## src/sv/swpec_pkg.sv

```systemverilog
`default_nettype none

package swpec_pkg;

  localparam int DEPTH  = 256;
  localparam int ADDR_W = $clog2(DEPTH);
  localparam int CNT_W  = $clog2(DEPTH + 1);

  localparam logic [31:0] WINDOW_RESET = 32'd60;
  localparam logic [3:0]  MONTHS_YEAR  = 4'd12;
  // shift that keeps the year count positive (one 400-year era)
  localparam logic [12:0] ERA_YEARS    = 13'd400;
  // days from the shifted calendar origin to 1970-01-01, plus one for day 1
  localparam logic [22:0] DAY_BIAS     = 23'd865566;

  typedef struct packed {
    logic load_in;
    logic conv_a;
    logic conv_b;
    logic conv_c;
    logic conv_d;
    logic conv_e;
    logic pop;
    logic push;
    logic finish;
  } cmd_t;

  typedef struct packed {
    logic fifo_empty;
    logic pop_ok;
    logic out_free;
  } sts_t;

  // day of a March-based year on which the month starts; m0 = 0 is January
  function automatic logic [8:0] doy_lut(input logic [3:0] m0);
    logic [8:0] d;
    unique case (m0)
      4'd0:    d = 9'd306;
      4'd1:    d = 9'd337;
      4'd2:    d = 9'd0;
      4'd3:    d = 9'd31;
      4'd4:    d = 9'd61;
      4'd5:    d = 9'd92;
      4'd6:    d = 9'd122;
      4'd7:    d = 9'd153;
      4'd8:    d = 9'd184;
      4'd9:    d = 9'd214;
      4'd10:   d = 9'd245;
      4'd11:   d = 9'd275;
      default: d = 9'd0;
    endcase
    return d;
  endfunction

  // floor(x / 100) for x below 8192 by reciprocal multiply
  function automatic logic [6:0] div100(input logic [12:0] x);
    logic [25:0] p;
    p = 26'(x) * 26'd5243;
    return p[25:19];
  endfunction

endpackage

`default_nettype wire

```

## src/sv/swpec_ctrl.sv

```systemverilog
`default_nettype none

module swpec_ctrl
  import swpec_pkg::*;
(
  input  logic clk,
  input  logic rst,
  input  logic in_valid,
  output logic in_ready,
  input  sts_t sts,
  output cmd_t cmd
);

  typedef enum logic [3:0] {
    S_IDLE, S_CA, S_CB, S_CC, S_CD, S_CE,
    S_POP_RD, S_POP_CHK, S_PUSH, S_RD_OLD, S_UPDATE
  } state_t;

  state_t state;
  state_t state_next;

  always_comb begin
    state_next = state;
    cmd        = '0;
    unique case (state)
      S_IDLE: begin
        if (in_valid) begin
          cmd.load_in = 1'b1;
          state_next  = S_CA;
        end
      end
      S_CA: begin
        cmd.conv_a = 1'b1;
        state_next = S_CB;
      end
      S_CB: begin
        cmd.conv_b = 1'b1;
        state_next = S_CC;
      end
      S_CC: begin
        cmd.conv_c = 1'b1;
        state_next = S_CD;
      end
      S_CD: begin
        cmd.conv_d = 1'b1;
        state_next = S_CE;
      end
      S_CE: begin
        cmd.conv_e = 1'b1;
        state_next = S_POP_RD;
      end
      // head data settles here after a pop
      S_POP_RD: begin
        state_next = sts.fifo_empty ? S_PUSH : S_POP_CHK;
      end
      S_POP_CHK: begin
        if (sts.pop_ok) begin
          cmd.pop    = 1'b1;
          state_next = S_POP_RD;
        end else begin
          state_next = S_PUSH;
        end
      end
      S_PUSH: begin
        cmd.push   = 1'b1;
        state_next = S_RD_OLD;
      end
      S_RD_OLD: begin
        state_next = S_UPDATE;
      end
      S_UPDATE: begin
        if (sts.out_free) begin
          cmd.finish = 1'b1;
          state_next = S_IDLE;
        end
      end
      default: state_next = S_IDLE;
    endcase
  end

  always_ff @(posedge clk) begin
    if (rst) begin
      state <= S_IDLE;
    end else begin
      state <= state_next;
    end
  end

  assign in_ready = (state == S_IDLE);

endmodule

`default_nettype wire

```

## config.mk

```make
export PLATFORM = sky130hd
export DESIGN_NAME = swpec_ctrl
export DESIGN_NICKNAME = d
export VERILOG_FILES = /design/src/sv/swpec_pkg.sv /design/src/sv/swpec_ctrl.sv
export SDC_FILE = /design/constraint.sdc
export NUM_CORES = 1
export LEC_CHECK = 0
export ABC_CLOCK_PERIOD_IN_PS = 1500
export BUFFER_PORTS_ARGS = -buffer_cell sky130_fd_sc_hd__clkbuf_2
export CORE_AREA = 4 4 41 43
export CTS_CLUSTER_DIAMETER = 30
export DETAILED_ROUTE_END_ITERATION = 8
export DIE_AREA = 0 0 45 47
export PLACE_DENSITY = 0.51
export SKIP_LAST_GASP = 1
export SYNTH_ARGS = -nofsm -noshare
export SYNTH_HDL_FRONTEND = slang
export SYNTH_SLANG_ARGS = --single-unit
```

## constraint.sdc

```tcl
create_clock -name clk -period 1.5 [get_ports clk]
set_clock_uncertainty 0.15 [all_clocks]
set_input_delay 0.15 -clock clk [delete_from_list [all_inputs] [get_ports clk]]
set_output_delay 0.15 -clock clk [all_outputs]
set_load 0.01 [all_outputs]
```

After elaboration in Yosys (flattened, before gate mapping)
Index checks and enable logic that the tools add are counted.
Word-level totals
  flip-flop bits (word level): 4
  word-level logic and storage cells: 32
Operators by class
  equal/unequal tests: 12
  mux-type cells: 17
  reductions and logical operators: 2
Operator list (count)
  $pmux W4 S11: 1
  $eq A4 B3 Y1 const B: 4
  $mux W4: 4
  $eq A4 B4 Y1 const B: 3
  $mux W1: 12
  $eq A4 B2 Y1 const B: 2
  $eq A4 B1 Y1 const B: 1
  $logic_not A4 Y1: 1
  $ne A2 B2 Y1 const B: 2
  $reduce_and A2 Y1: 1

Depth between registers and ports, before layout
  word-level depth: 3
  mapped depth: 5
  mapped depth without buffers: 3

Least setup slack after synthesis
No wires, ideal clock.
  kind: register to output
  from: reg state[3]
  to: out cmd[8] (netlist name)
  arrival: 1.179 ns
  required time: 1.200 ns
  path slack: 0.021 ns
  stages on the path, launching flop included: 4
  cells stage by stage: dfxtp_1 buf_4 nor4_1 and2_1
RTL lines
  start: declaration: RTL line swpec_ctrl.sv:19  | state_t state;
  start signal: assignment: RTL line swpec_ctrl.sv:85  | state <= state_next;
  end: declaration: RTL line swpec_ctrl.sv:11  | output cmd_t cmd

==> key figures <==
Outcome
  – Status: complete, no violations

Timing
  – Rel. slew slack: 84.77%
  – # setup viols final: 0
  – RSZ-0062 raised after global routing: true
  – Fin worst setup slack: 0.03733 ns
  – Fmax: 683.7 MHz
  – Final slew viol count: 0
  – Tightest Pin Transition: 0.2265 ns
  – Period utilization: 97.51%
  – Fin. Hold Viols: 0
  – Tmin final: 1.463 ns

Power
  – Switch share: 37.08%
  – Total power draw: 0.0006521 W
  – Peak supply drop: 0.0005476 V
  – Part of the power in the clock network: 20.3%
  – Power Density: 1145 nW/um^2
  – Internal cell power: 0.0004103 W
  – Sequential share of power: 25.6%
  – Leakage: 0.2755 nW
  – Comb pwr share: 54.2%
  – Switching Power: 0.0002418 W

Hold path
  – Hold_sp: sts[2]
  – Hold depth: 4
  – WHS Endpoint: state[2]
  – Worst min-delay path category: in -> reg

Die
  – # IOs: 16
  – Initial core utilization: 26.15%
  – Site Rows: 13
  – Die Y: 47 um
  – Die Width: 45 um
  – Die area: 2115 um^2
  – Core ar.: 1301 um^2

Setup path
  – CP Launch Type: register
  – CP Class: reg -> out
  – Crit Path Max Fanout: 8
  – Reg2reg end: state[1]
  – Critical path data required time: 1.20 ns
  – R2r setup slk: 0.13 ns
  – Reg2reg path depth: 4
  – Max incr delay on CP: 0.36 ns
  – WP data arrival: 1.16 ns
  – Critical-path cell list: nor4_2, and2_1, clkbuf_2
  – R2R Path Start: state[0]
  – CP max-delay cell: dfxtp_4
  – Crit path capture type: primary output

Layout
  – # nets final: 85
  – Largest registers: state x4
  – Layout area overhead: 67.28%
  – Max reg flops: 4
  – Final Non-Filler Cells: 92
  – Final core utilization: 43.75%
  – Most flop-heavy register: state
  – Share of layout cells above drive strength 1: 51.95%
  – Ant diodes: 0
  – Fill count: 141

Synth
  – Post-synth ARST share: 0%
  – Most frequent cell after synthesis: nand2_1
  – Post-synthesis mux area share: 0%
  – Synth Net Count: 56
  – Synth Flop Type: dfxtp_1
  – Adder-cell share of the synthesized area: 0%
  – Yosys cell types: 25
  – Top cells by instance count after synthesis: 7 x nand2_1, 6 x nor2_1, 4 x buf_2, 4 x dfxtp_1
  – Post-Syn Area: 340.3 um^2
  – Largest family of logic cells by synthesized area: simple AND/OR/NAND/NOR gates
  – Post-synthesis sequential area ratio: 23.53%
  – Post-synth top area cell: dfxtp_1
  – Simple-Gate Fraction of Synth Area: 38.97%
  – Synth top area share: 23.53%
  – XOR/XNOR Fraction of Synth Area: 0%
  – Synth top area cells: dfxtp_1 24%, nand2_1 7.7%, nor2_1 6.6%
  – Syn avg cell area: 6.807 um^2
  – Compound-Gate Fraction of Synth Area: 28.31%
  – Number of synthesized register bits: 4
  – Post-Syn Instances: 50
  – Syn. warnings: 0
  – Number of enable flip-flop cells after synthesis: 0

Global route
  – Grt total ovfl: 0
  – Largest net degree at the start of global routing: 14
  – First-pass GRT wire length: 1.731 mm
  – Gr usage total: 11.45%
  – Initial antenna violation count: 0
  – Vias in the first global route: 388

Clock network
  – Sink Count: 4
  – Clk Latency, worst-skew pair: 0.23 ns
  – CTS tree: built
  – Clock transition at path regs: 0.03 ns
  – Root buf cell: clkbuf_4
  – Clk buf depth: 2
  – TritonCTS buffer count: 3
  – H-tree lvl count: 1

Placed design
  – Placer congestion estimate: 0.7756
  – Placed Cells: 81
  – DP HPWL: 744.6 um
  – Pre-CTS setup slack: 0.1424 ns
  – IO buf count: 15

Routing
  – DRC: 0
  – TritonRoute pass-1 iters: 4
  – Vias: 472
  – DRT iter0 DRCs: 8
  – Post-Route WL: 1.119 mm
  – WL/cell: 12.16 um
  – DR vias/cell: 5.130
  – Post-DRT Antenna Nets: 0

Run
  – Max-cap viol count: 0
-- placed cells by master, fill, tap and decap left out --
master,instances
a21oi_1,2
dfxtp_4,4
nand2b_1,2
nor2b_1,1
and2_1,1
or2_2,1
clkbuf_4,3
nor2_1,6
o21ai_0,3
nor3_2,1
o31a_1,1
o32ai_1,1
clkbuf_2,16
or3_1,1
nand3_1,2
a221oi_1,1
a21bo_2,1
a211o_1,1
nor4_2,2
buf_2,1
dlymetal6s2s_1,1
a2111o_1,1
nor3_1,2
nand2b_2,1
a22oi_1,1
inv_1,1
nand2_1,7
buf_4,10
dlygate4sd3_1,1
o211ai_1,1
-- area by class of cell --
type	instances	area, um^2	area share (%)
Clock buffer	3	22.52	3.956
Inverter	1	3.754	0.6593
Multi-Input combinational cell	40	246.5	43.30
Sequential cell	4	95.09	16.70
Tap cell	15	18.77	3.297
Timing Repair Buffer	29	182.7	32.09
-- critical path, delay by kind of cell (launching register included) --
kind	cells	cell delay (ns)
and+or+nand+nor	2	0.45
DFF	1	0.36
buffers and inverters	1	0.12
-- routing by layer --
| layer | part of all wire (%) | GRT usage [%] | vias to the layer above |
|---|---|---|---|
| li1 | - | - | 239 |
| met1 | 44 | 15.00 | 213 |
| met2 | 47 | 16.10 | 16 |
| met3 | 6.1 | 2.682 | 4 |
| met4 | 2.6 | 8.772 | 0 |
| met5 | 0 | 0 | - |
-- worst max-delay path by stage --
stage / from / end / slack [ns] / depth (start not counted)
floorplan: state[3] / cmd[8] / 0.02 / 3
global placement: state[0] / state[3] / 0.16 / 3
detailed placement: state[3] / state[3] / 0.14 / 3
CTS: state[1] / cmd[4] / 0.005 / 3
global route: state[2] / cmd[7] / -0.03 / 4
finish: state[2] / cmd[8] / 0.04 / 3
-- timing repair --
item                       4_1_cts  5_1_grt
hold buffers                     1        0
hold endpoints to repair         1        0
pin swaps                        0        2
gates resized for setup          5        7
setup buffers                    0        7
setup endpoints to repair        4        4
-- cell families (layout without fill, tap and decap cells) --
kind of cell           Yosys count  in the layout
AO/OA/AOI/OAI                   13             13
buffers and inverters            6             33
flip-flops                       4              4
AND/OR/NAND/NOR                 27             27
-- stage by stage --
stage / setup TNS, ns / area [um^2] / hold slack, ns
2_1_floorplan: 0 / 340.3 / 0.06907
3_3_place_gp: 0 / 451.7 / 0.2166
3_5_place_dp: 0 / 451.7 / 0.2290
4_1_cts: 0 / 495.5 / 0.09197
5_1_grt: -0.04469 / 569.3 / 0.1306
6_report: 0 / 569.3 / 0.08792
-- power by group through the flow --
| stage | logic (W) | registers [W] | clock network (W) |
|---|---|---|---|
| after floorplan | 0.000194 | 0.000140 | 0 |
| after global placement | 0.000272 | 0.000175 | 0 |
| after detailed placement | 0.000268 | 0.000173 | 0 |
| after CTS | 0.000276 | 0.000179 | 0.000139 |
| after global routing | 0.000385 | 0.000171 | 0.000151 |
| final | 0.000353 | 0.000167 | 0.000132 |
(Power assumes the default switching activity.)
